==> config.mk <==
export PLATFORM = sky130hd
export DESIGN_NAME = kce_ctrl
export DESIGN_NICKNAME = d
export VERILOG_FILES = /design/src/kmeans_clustering_engine_assert.svh /design/src/kce_pkg.sv /design/src/kce_ctrl.sv
export SDC_FILE = /design/constraint.sdc
export NUM_CORES = 1
export LEC_CHECK = 0
export ABC_AREA = 1
export BUFFER_PORTS_ARGS = -buffer_cell sky130_fd_sc_hd__buf_2
export CAP_MARGIN = 20
export CELL_PAD_IN_SITES_DETAIL_PLACEMENT = 1
export CELL_PAD_IN_SITES_GLOBAL_PLACEMENT = 1
export CORE_ASPECT_RATIO = 1.5
export CORE_MARGIN = 5
export CORE_UTILIZATION = 38
export DETAILED_ROUTE_END_ITERATION = 6
export PLACE_DENSITY = 0.87
export SLEW_MARGIN = 20
export SYNTH_ARGS = -nofsm -noshare
export SYNTH_HDL_FRONTEND = slang
export SYNTH_SLANG_ARGS = --single-unit
==> constraint.sdc <==
create_clock -name clk_i -period 4.11 [get_ports clk_i]
set_input_delay 0.822 -clock clk_i [delete_from_list [all_inputs] [get_ports clk_i]]
set_output_delay 0.822 -clock clk_i [all_outputs]
set_load 0.01 [all_outputs]
==> src/kmeans_clustering_engine_assert.svh <==
// assertion macros shared by the kmeans clustering engine rtl
// depends on clk_i and rst_ni being present in the module that uses them
`ifndef KMEANS_CLUSTERING_ENGINE_ASSERT_SVH
`define KMEANS_CLUSTERING_ENGINE_ASSERT_SVH

// property must hold at every clock edge outside reset
`define KCE_ASSERT(lbl, prop) \
  lbl: assert property (@(posedge clk_i) disable iff (!rst_ni) (prop)) \
    else $error("kce assertion failed");

// expression must never be true outside reset
`define KCE_NEVER(lbl, expr) \
  lbl: assert property (@(posedge clk_i) disable iff (!rst_ni) !(expr)) \
    else $error("kce forbidden condition seen");

`endif

==> src/kce_pkg.sv <==
// shared constants, codes and controller/datapath interface structs
// no dependencies
package kce_pkg;

  localparam int MAX_POINTS   = 1024;
  localparam int MAX_DIMS     = 16;
  localparam int MAX_CLUSTERS = 16;

  localparam int PT_W    = 10;
  localparam int DIM_W   = 4;
  localparam int CL_W    = 4;
  localparam int COORD_W = 16;
  localparam int SUM_W   = 26;
  localparam int CNT_W   = 11;
  localparam int SQ_W    = 32;
  localparam int ACC_W   = 36;
  localparam int PASS_W  = 14;
  localparam int DIV_STEPS = 26;

  localparam logic [DIM_W-1:0] DIM_LAST = 4'd15;
  localparam logic [PASS_W-1:0] ITER_RESET = 14'd10000;
  localparam logic [COORD_W-1:0] UNASSIGNED_DATA = 16'hFFFF;

  // request codes
  localparam logic [1:0] REQ_LOAD = 2'd0;
  localparam logic [1:0] REQ_SEED = 2'd1;
  localparam logic [1:0] REQ_RUN  = 2'd2;
  localparam logic [1:0] REQ_READ = 2'd3;

  // read selects
  localparam logic [1:0] SEL_ASSIGN   = 2'd0;
  localparam logic [1:0] SEL_CENTROID = 2'd1;
  localparam logic [1:0] SEL_SIZE     = 2'd2;
  localparam logic [1:0] SEL_NONE     = 2'd3;

  // result kinds
  localparam logic [1:0] KIND_RUN = 2'd0;

  // config register indexes
  localparam logic [2:0] CFG_CLUSTERS = 3'd0;
  localparam logic [2:0] CFG_POINTS   = 3'd1;
  localparam logic [2:0] CFG_DIMS     = 3'd2;
  localparam logic [2:0] CFG_MODE     = 3'd3;
  localparam logic [2:0] CFG_LIMIT    = 3'd4;

  typedef struct packed {
    logic in_take;
    logic run_init;
    logic mod_load;
    logic mod_step;
    logic pick_mod;
    logic op_dist;
    logic op_copy;
    logic op_sum;
    logic acc_clr;
    logic near_upd;
    logic far_upd;
    logic first_q;
    logic first_i;
    logic best_clr;
    logic asg_upd;
    logic asg_rd;
    logic asg_commit;
    logic pass_start;
    logic pass_inc;
    logic set_conv;
    logic dead_set;
    logic sum_rd;
    logic div_start;
    logic ce_wr_div;
    logic out_load_run;
    logic out_load_rd;
    logic [PT_W-1:0]  pi;
    logic [CL_W-1:0]  ci;
    logic [DIM_W-1:0] m;
  } cmd_t;

  typedef struct packed {
    logic [CL_W-1:0]  k_last;
    logic [PT_W-1:0]  n_last;
    logic [DIM_W-1:0] d_last;
    logic             mode;
    logic [PT_W-1:0]  pick;
    logic [CL_W-1:0]  best_c;
    logic             mod_done;
    logic             pipe_busy;
    logic             div_done;
    logic             dead_sel;
    logic             count_zero;
    logic             changed;
    logic             limit_hit;
    logic             out_free;
  } status_t;

endpackage

==> src/kce_ctrl.sv <==
// controller: sequences seeding, assignment passes and update passes
// drives cmd_t and reads status_t from kce_datapath; uses kce_pkg
module kce_ctrl
  import kce_pkg::*;
(
  input  logic       clk_i,
  input  logic       rst_ni,
  input  logic       in_valid_i,
  input  logic [1:0] in_req_type_i,
  input  logic [1:0] in_read_select_i,
  output logic       in_ready_o,
  input  status_t    st_i,
  output cmd_t       cmd_o
);

  localparam logic [4:0] S_IDLE   = 5'd0;
  localparam logic [4:0] S_READ   = 5'd1;
  localparam logic [4:0] S_SEED   = 5'd2;
  localparam logic [4:0] S_MOD    = 5'd3;
  localparam logic [4:0] S_COPY   = 5'd4;
  localparam logic [4:0] S_COPY_W = 5'd5;
  localparam logic [4:0] S_FAR_D  = 5'd6;
  localparam logic [4:0] S_FAR_W  = 5'd7;
  localparam logic [4:0] S_ASG_J  = 5'd8;
  localparam logic [4:0] S_ASG_D  = 5'd9;
  localparam logic [4:0] S_ASG_W  = 5'd10;
  localparam logic [4:0] S_SUM    = 5'd11;
  localparam logic [4:0] S_SUM_W  = 5'd12;
  localparam logic [4:0] S_COMMIT = 5'd13;
  localparam logic [4:0] S_PASS   = 5'd14;
  localparam logic [4:0] S_UPD_J  = 5'd15;
  localparam logic [4:0] S_UPD_RD = 5'd16;
  localparam logic [4:0] S_UPD_DS = 5'd17;
  localparam logic [4:0] S_UPD_DV = 5'd18;
  localparam logic [4:0] S_DONE   = 5'd19;

  logic [4:0]       state_q, state_d;
  logic [PT_W-1:0]  i_q, i_d;
  logic [CL_W-1:0]  j_q, j_d, q_q, q_d;
  logic [DIM_W-1:0] m_q, m_d;

  always_ff @(posedge clk_i or negedge rst_ni) begin
    if (!rst_ni) begin
      state_q <= S_IDLE;
      i_q     <= '0;
      j_q     <= '0;
      q_q     <= '0;
      m_q     <= '0;
    end else begin
      state_q <= state_d;
      i_q     <= i_d;
      j_q     <= j_d;
      q_q     <= q_d;
      m_q     <= m_d;
    end
  end

  assign in_ready_o = (state_q == S_IDLE);

  // next state and commands
  always_comb begin
    state_d = state_q;
    i_d     = i_q;
    j_d     = j_q;
    q_d     = q_q;
    m_d     = m_q;
    cmd_o    = '0;
    cmd_o.pi = i_q;
    cmd_o.ci = j_q;
    cmd_o.m  = m_q;
    unique case (state_q)
      S_IDLE: begin
        cmd_o.in_take = in_valid_i;
        if (in_valid_i) begin
          if (in_req_type_i == REQ_RUN) begin
            cmd_o.run_init = 1'b1;
            j_d     = '0;
            state_d = S_SEED;
          end else if (in_req_type_i == REQ_READ && in_read_select_i != SEL_NONE) begin
            state_d = S_READ;
          end
        end
      end
      S_READ: begin
        if (st_i.out_free) begin
          cmd_o.out_load_rd = 1'b1;
          state_d = S_IDLE;
        end
      end
      S_SEED: begin
        if (j_q == '0 || !st_i.mode) begin
          cmd_o.mod_load = 1'b1;
          state_d = S_MOD;
        end else begin
          i_d     = '0;
          q_d     = '0;
          m_d     = '0;
          state_d = S_FAR_D;
        end
      end
      S_MOD: begin
        if (st_i.mod_done) begin
          cmd_o.pick_mod = 1'b1;
          m_d     = '0;
          state_d = S_COPY;
        end else begin
          cmd_o.mod_step = 1'b1;
        end
      end
      // copy every coordinate slot of the picked point into centroid j
      S_COPY: begin
        cmd_o.pi      = st_i.pick;
        cmd_o.op_copy = 1'b1;
        if (m_q == DIM_LAST) state_d = S_COPY_W;
        else m_d = m_q + 4'd1;
      end
      S_COPY_W: begin
        if (!st_i.pipe_busy) begin
          if (j_q != st_i.k_last) begin
            j_d     = j_q + 4'd1;
            state_d = S_SEED;
          end else begin
            cmd_o.pass_start = 1'b1;
            i_d     = '0;
            j_d     = '0;
            state_d = S_ASG_J;
          end
        end
      end
      // farthest-point search: distance of point i to seed q
      S_FAR_D: begin
        cmd_o.ci      = q_q;
        cmd_o.op_dist = 1'b1;
        cmd_o.acc_clr = (m_q == '0);
        if (m_q == st_i.d_last) begin
          m_d     = '0;
          state_d = S_FAR_W;
        end else begin
          m_d = m_q + 4'd1;
        end
      end
      S_FAR_W: begin
        cmd_o.ci = q_q;
        if (!st_i.pipe_busy) begin
          cmd_o.near_upd = 1'b1;
          cmd_o.first_q  = (q_q == '0);
          if (q_q != j_q - 4'd1) begin
            q_d     = q_q + 4'd1;
            state_d = S_FAR_D;
          end else begin
            cmd_o.far_upd = 1'b1;
            cmd_o.first_i = (i_q == '0);
            if (i_q != st_i.n_last) begin
              i_d     = i_q + 10'd1;
              q_d     = '0;
              state_d = S_FAR_D;
            end else begin
              m_d     = '0;
              state_d = S_COPY;
            end
          end
        end
      end
      // assignment: walk live clusters for point i
      S_ASG_J: begin
        cmd_o.best_clr = (j_q == '0);
        m_d = '0;
        if (st_i.dead_sel) begin
          if (j_q != st_i.k_last) j_d = j_q + 4'd1;
          else state_d = S_SUM;
        end else begin
          state_d = S_ASG_D;
        end
      end
      S_ASG_D: begin
        cmd_o.op_dist = 1'b1;
        cmd_o.acc_clr = (m_q == '0);
        if (m_q == st_i.d_last) state_d = S_ASG_W;
        else m_d = m_q + 4'd1;
      end
      S_ASG_W: begin
        if (!st_i.pipe_busy) begin
          cmd_o.asg_upd = 1'b1;
          m_d = '0;
          if (j_q != st_i.k_last) begin
            j_d     = j_q + 4'd1;
            state_d = S_ASG_J;
          end else begin
            state_d = S_SUM;
          end
        end
      end
      // add point i into the sums of its cluster
      S_SUM: begin
        cmd_o.ci     = st_i.best_c;
        cmd_o.op_sum = 1'b1;
        cmd_o.asg_rd = (m_q == '0);
        if (m_q == st_i.d_last) state_d = S_SUM_W;
        else m_d = m_q + 4'd1;
      end
      S_SUM_W: begin
        if (!st_i.pipe_busy) state_d = S_COMMIT;
      end
      S_COMMIT: begin
        cmd_o.asg_commit = 1'b1;
        if (i_q != st_i.n_last) begin
          i_d     = i_q + 10'd1;
          j_d     = '0;
          state_d = S_ASG_J;
        end else begin
          state_d = S_PASS;
        end
      end
      S_PASS: begin
        cmd_o.pass_inc = 1'b1;
        if (!st_i.changed) begin
          cmd_o.set_conv = 1'b1;
          state_d = S_DONE;
        end else if (st_i.limit_hit) begin
          state_d = S_DONE;
        end else begin
          j_d     = '0;
          state_d = S_UPD_J;
        end
      end
      // update: mark empty clusters dead, divide sums of the others
      S_UPD_J: begin
        cmd_o.dead_set = 1'b1;
        m_d = '0;
        if (!st_i.count_zero) begin
          state_d = S_UPD_RD;
        end else if (j_q != st_i.k_last) begin
          j_d = j_q + 4'd1;
        end else begin
          cmd_o.pass_start = 1'b1;
          i_d     = '0;
          j_d     = '0;
          state_d = S_ASG_J;
        end
      end
      S_UPD_RD: begin
        cmd_o.sum_rd = 1'b1;
        state_d = S_UPD_DS;
      end
      S_UPD_DS: begin
        cmd_o.div_start = 1'b1;
        state_d = S_UPD_DV;
      end
      S_UPD_DV: begin
        if (st_i.div_done) begin
          cmd_o.ce_wr_div = 1'b1;
          if (m_q != st_i.d_last) begin
            m_d     = m_q + 4'd1;
            state_d = S_UPD_RD;
          end else if (j_q != st_i.k_last) begin
            j_d     = j_q + 4'd1;
            state_d = S_UPD_J;
          end else begin
            cmd_o.pass_start = 1'b1;
            i_d     = '0;
            j_d     = '0;
            state_d = S_ASG_J;
          end
        end
      end
      S_DONE: begin
        if (st_i.out_free) begin
          cmd_o.out_load_run = 1'b1;
          state_d = S_IDLE;
        end
      end
      default: state_d = S_IDLE;
    endcase
  end

endmodule

Word-level counts from Yosys, hierarchy flattened

Index checks and enable logic that the tools add are counted.

Add/sub/neg operators: 5
Equality and inequality tests: 57
Multiplexer cells: 107
Reductions and logical operators: 22

Operators with widths:

| cell                                                 | number |
|---|---|
| two-way mux 4 bit                                    | 29 |
| two-way mux 5 bit                                    | 22 |
| two-way mux 10 bit                                   | 10 |
| case mux 5 bit (19 select lines)                     | 1 |
| case mux 10 bit (6 select lines)                     | 1 |
| inequality test 2 bit (second input constant)        | 24 |
| equality test 5 x 4 -> 1 bit (second input constant) | 8 |
| case mux 4 bit (9 select lines)                      | 1 |
| case mux 4 bit (8 select lines)                      | 1 |
| two-way mux 1 bit                                    | 31 |
| equality test 5 x 3 -> 1 bit (second input constant) | 4 |
| equality test 5 bit (second input constant)          | 4 |
| case mux 4 bit (2 select lines)                      | 2 |
| AND reduction 15 bit                                 | 1 |
| adder 4 x 1 -> 4 bit (second input constant)         | 3 |
| logical NOT 4 bit                                    | 3 |
| inequality test 4 bit                                | 3 |
| AND reduction 12 bit                                 | 1 |
| AND reduction 11 bit                                 | 1 |
| adder 10 x 1 -> 10 bit (second input constant)       | 1 |
| equality test 5 x 2 -> 1 bit (second input constant) | 2 |
| logical NOT 10 bit                                   | 1 |
| two-way mux 2 bit                                    | 5 |
| inequality test 10 bit                               | 1 |
| 21 further kinds                                     | 31 |

Register bits: 27
Input port bits: 48
Word-level logic and storage cells: 196

Logic depth before layout (Yosys ltp)

Word-level depth: 6
Gate-level depth with buffers: 15

Worst setup path after synthesis

OpenSTA, ideal clock, no wires.

Kind: reg-to-output
Start: register state_q[0]
End: output port cmd_o[13] in the netlist's numbering
Data arrival time: 1.545 ns
Data required time: 3.288 ns
Setup slack: 1.743 ns
Cell stages (with the launch flop): 6
Cell sequence: dfrtp_1 nor2_1 nand2_1 nor2_1 buf_2 mux2_2

RTL lines:

| item                   | line           | text |
|---|---|---|
| start, declared        | kce_ctrl.sv:37 | `logic [4:0] state_q, state_d;` |
| start signal, assigned | kce_ctrl.sv:50 | `state_q <= state_d;` |
| end, declared          | kce_ctrl.sv:13 | `output cmd_t cmd_o` |

==> flow_metrics.py <==
metrics = {
    "critical_path": {
        "crit_path_start_kind": "flip-flop",
        "r2r_setup_slack_ns": 1.51,
        "r2r_cells": 11,
        "critPathKind": "reg2out",
        "path_cells": "inv_2, nand2_1, nor2_1, buf_4, mux2_2, buf_2",
        "critPathArrivalTime_ns": 2.17,
        "cp-end-kind": "output port",
        "cp_max_fo": 24,
        "slowest_delay_ns": 0.57,
        "timing.rr.end": "i_q[9]$_DFFE_PN0P_",
        "reg2reg_from": "j_q[2]$_DFFE_PN0P_",
        "worstPathRequired_ns": 3.29,
        "critPathSlowestCell": "dfrtp_1",
    },
    "clock_network": {
        "post_cts_buffers": 0,
        "cts_root_buf": "clkbuf_16",
        "htreeDepth": 1,
        "cts.sinks": 27,
        "clk_latency_ns": 0.27,
        "post_cts_resized": 0,
        "holdBufCountCts": 0,
        "numCtsBuffers": 3,
        "path_clk_slew_ns": 0.07,
        "cts.path.max_buffers": 2,
        "tritoncts": "built",
    },
    "pwr": {
        "leakage_uw": 0.00241,
        "p_clk_frac": 0.137,
        "irDropWorstVdd_mv": 0.170,
        "power_switching_uw": 939,
        "swShare": 0.552,
        "combPwrFrac": 0.643,
        "power_frac_seq": 0.221,
        "power.internal_uw": 761,
        "cellPowerDensity_nw_per_um2": 430,
    },
    "layout": {
        "fin_area_um2": 3950,
        "antenna_cells": 0,
        "nNetsFinal": 749,
        "syn_to_final_growth_pct": 18.8,
        "layout-drive-gt1-share": 0.198,
        "n_fill_cell": 1267,
    },
    "synthesis": {
        "synth_area_um2": 3320,
        "synth-edff-count": 0,
        "synth.mux.area_fraction": 0.00339,
        "synth_top_cell_area_share": 0.255,
        "ys_async_sr_fraction": 1.00,
        "synth-seq-cells": 27,
        "yosys-top-cells-count": "nand2_1, inv_1, nor2_1, nand3_1, dfrtp_1",
        "yosysMostFrequentCell": "nand2_1",
        "synth_cells": 606,
        "syn_avg_cell_area_um2": 5.48,
        "synth_fp_nets": 662,
        "synth_simple_gate_area_frac": 0.547,
        "synth_fa_ha_area_frac": 0.0301,
        "ys.flop_type": "dfrtp_1",
        "yosys_warnings": 0,
        "synthTopCellsByArea": "nand2_1, dfrtp_1, inv_1",
        "synth_top_family_by_area": "simple AND/OR/NAND/NOR gates",
        "ys_seq_area_frac": 0.203,
        "synth_top_area_cell": "nand2_1",
        "synth_cell_type_count": 32,
        "synth-xor-area-share": 0.0343,
        "synth-compound-area-share": 0.0587,
    },
    "grt": {
        "grt_antenna_before_repair": 0,
        "grt_overflow": 0,
        "grt.total_usage": 0.230,
        "grt_max_degree": 28,
        "grt_pass1_vias": 4435,
        "grt_pass1_wl_um": 20500,
    },
    "place": {
        "place_congestion": 0.901,
        "postPlaceCellArea_um2": 3870,
        "dp_hpwl_um": 10400,
        "io_buffers": 92,
    },
    "timing": {
        "grt_setup_unrepaired": "false",
        "period_share": 0.728,
        "setup_viol": 0,
        "worst_pin_slew_ns": 0.676,
        "final-max-slew-violation-count": 0,
        "hold_viol": 0,
        "relSlewSlack": 0.549,
        "min_period_ns": 2.99,
        "fmax_mhz": 334,
        "clock-skew-final_ns": 0.00748,
        "timing.hold.ws_ns": 0.550,
        "tns_ns": 0,
    },
    "drt": {
        "drt_iter0_markers": 113,
        "wl_per_cell_um": 15.4,
        "drc_errors": 0,
        "drt-total-wl_um": 12300,
        "drtAntennaViolNets": 0,
        "firstDrtPassIters": 4,
        "vias_per_cell": 5.27,
        "route.vias.total": 4212,
    },
    "die": {
        "fp-row-count": 41,
        "die_w_um": 86.4,
        "ios": 93,
        "core_area_um2": 8460,
        "die_h_um": 125,
        "initial_utilization": 0.393,
        "dieArea_um2": 10800,
    },
    "worst_hold_path": {
        "hp-class": "reg2reg",
        "min_from": "i_q[7]$_DFFE_PN0P_",
        "hold_depth": 2,
        "worstHoldEndpoint": "i_q[7]$_DFFE_PN0P_",
    },
    "job": {
        "drv_cap": 0,
    },
    "outcome": {
        "status": "complete, no violations",
    },
}
==> worst max-delay path by stage <==
stage / startpoint / to / slack (ns) / cells after the start
2_1_floorplan: state_q[0]$_DFFE_PN0P_ / cmd_o[13] / 1.74 / 5
3_3_place_gp: st_i[23] / cmd_o[26] / 1.40 / 9
3_5_place_dp: st_i[39] / i_q[9]$_DFFE_PN0P_ / 1.31 / 12
4_1_cts: j_q[0]$_DFFE_PN0P_ / cmd_o[31] / 1.15 / 10
5_1_grt: j_q[0]$_DFFE_PN0P_ / cmd_o[31] / 0.97 / 10
6_report: state_q[4]$_DFFE_PN0P_ / cmd_o[13] / 1.12 / 6
==> sequential cells by signal (all words and copies together), names as in the netlist <==
name / cells
i_q: 10
q_q: 4
j_q: 4
m_q: 4
state_q: 5
==> per-stage QoR <==
stage | setup WS, ns | std cells | total power [uW] | util
2_1_floorplan | 1.74 | 606 | 1120 | -
3_3_place_gp | 1.40 | 795 | 1420 | 0.457
3_5_place_dp | 1.31 | 795 | 1460 | 0.457
4_1_cts | 1.15 | 799 | 1700 | 0.467
5_1_grt | 0.969 | 799 | 1860 | 0.467
6_report | 1.12 | 799 | 1700 | 0.467
==> routing by layer <==
layer,part of all wire,GRT usage
met1,0.39,0.261
met2,0.53,0.427
met3,0.045,0.0271
met4,0.032,0.0835
met5,0,0
==> cell usage in the layout (no fill, tap or decap), drive strengths merged <==
master,count
a21boi,1
a21oi,8
a31oi,1
and2,1
buf,94
clkbuf,4
dfrtp,27
ha,8
inv,92
mux2,1
nand2,236
nand3,58
nand3b,2
nand4,18
nor2,86
nor3,12
nor4,2
o211ai,1
o21a,1
o21ai,24
o22ai,1
or2,1
xnor2,5
xor2,8
==> final cells by class <==
type / instances / area (um2) / share of cell area
timing repair buffer: 94 / 475 / 0.120
clock buffer: 4 / 78.8 / 0.0200
inverter: 92 / 345 / 0.0875
sequential: 27 / 676 / 0.171
multi-input combinational: 475 / 2240 / 0.567
tap: 107 / 134 / 0.0339
==> power groups by stage <==
stage / Clock [uW] / Sequential, uW / Combinational [uW]
detailed placement: 0 / 380 / 1080
global placement: 0 / 376 / 1050
global route: 243 / 383 / 1230
floorplan: 0 / 352 / 767
CTS: 235 / 374 / 1090
finish: 232 / 375 / 1090
==> worst max-delay path: cells and delay by family, from the launching register on <==
kind | cells | cell delay (ns)
buffers and inverters | 3 | 0.62
DFF | 1 | 0.57
muxes | 1 | 0.36
and+or+nand+nor | 2 | 0.35
==> cells by family (layout without fill, tap and decap cells) <==
family,after synthesis,in the layout
AND/OR/NAND/NOR,416,416
buffers and inverters,104,190
AO/OA/AOI/OAI,37,37
flip-flops,27,27
XOR/XNOR,13,13
adder cells (fa/ha/maj),8,8
multiplexers,1,1
Power figures use the tool's default switching activity.
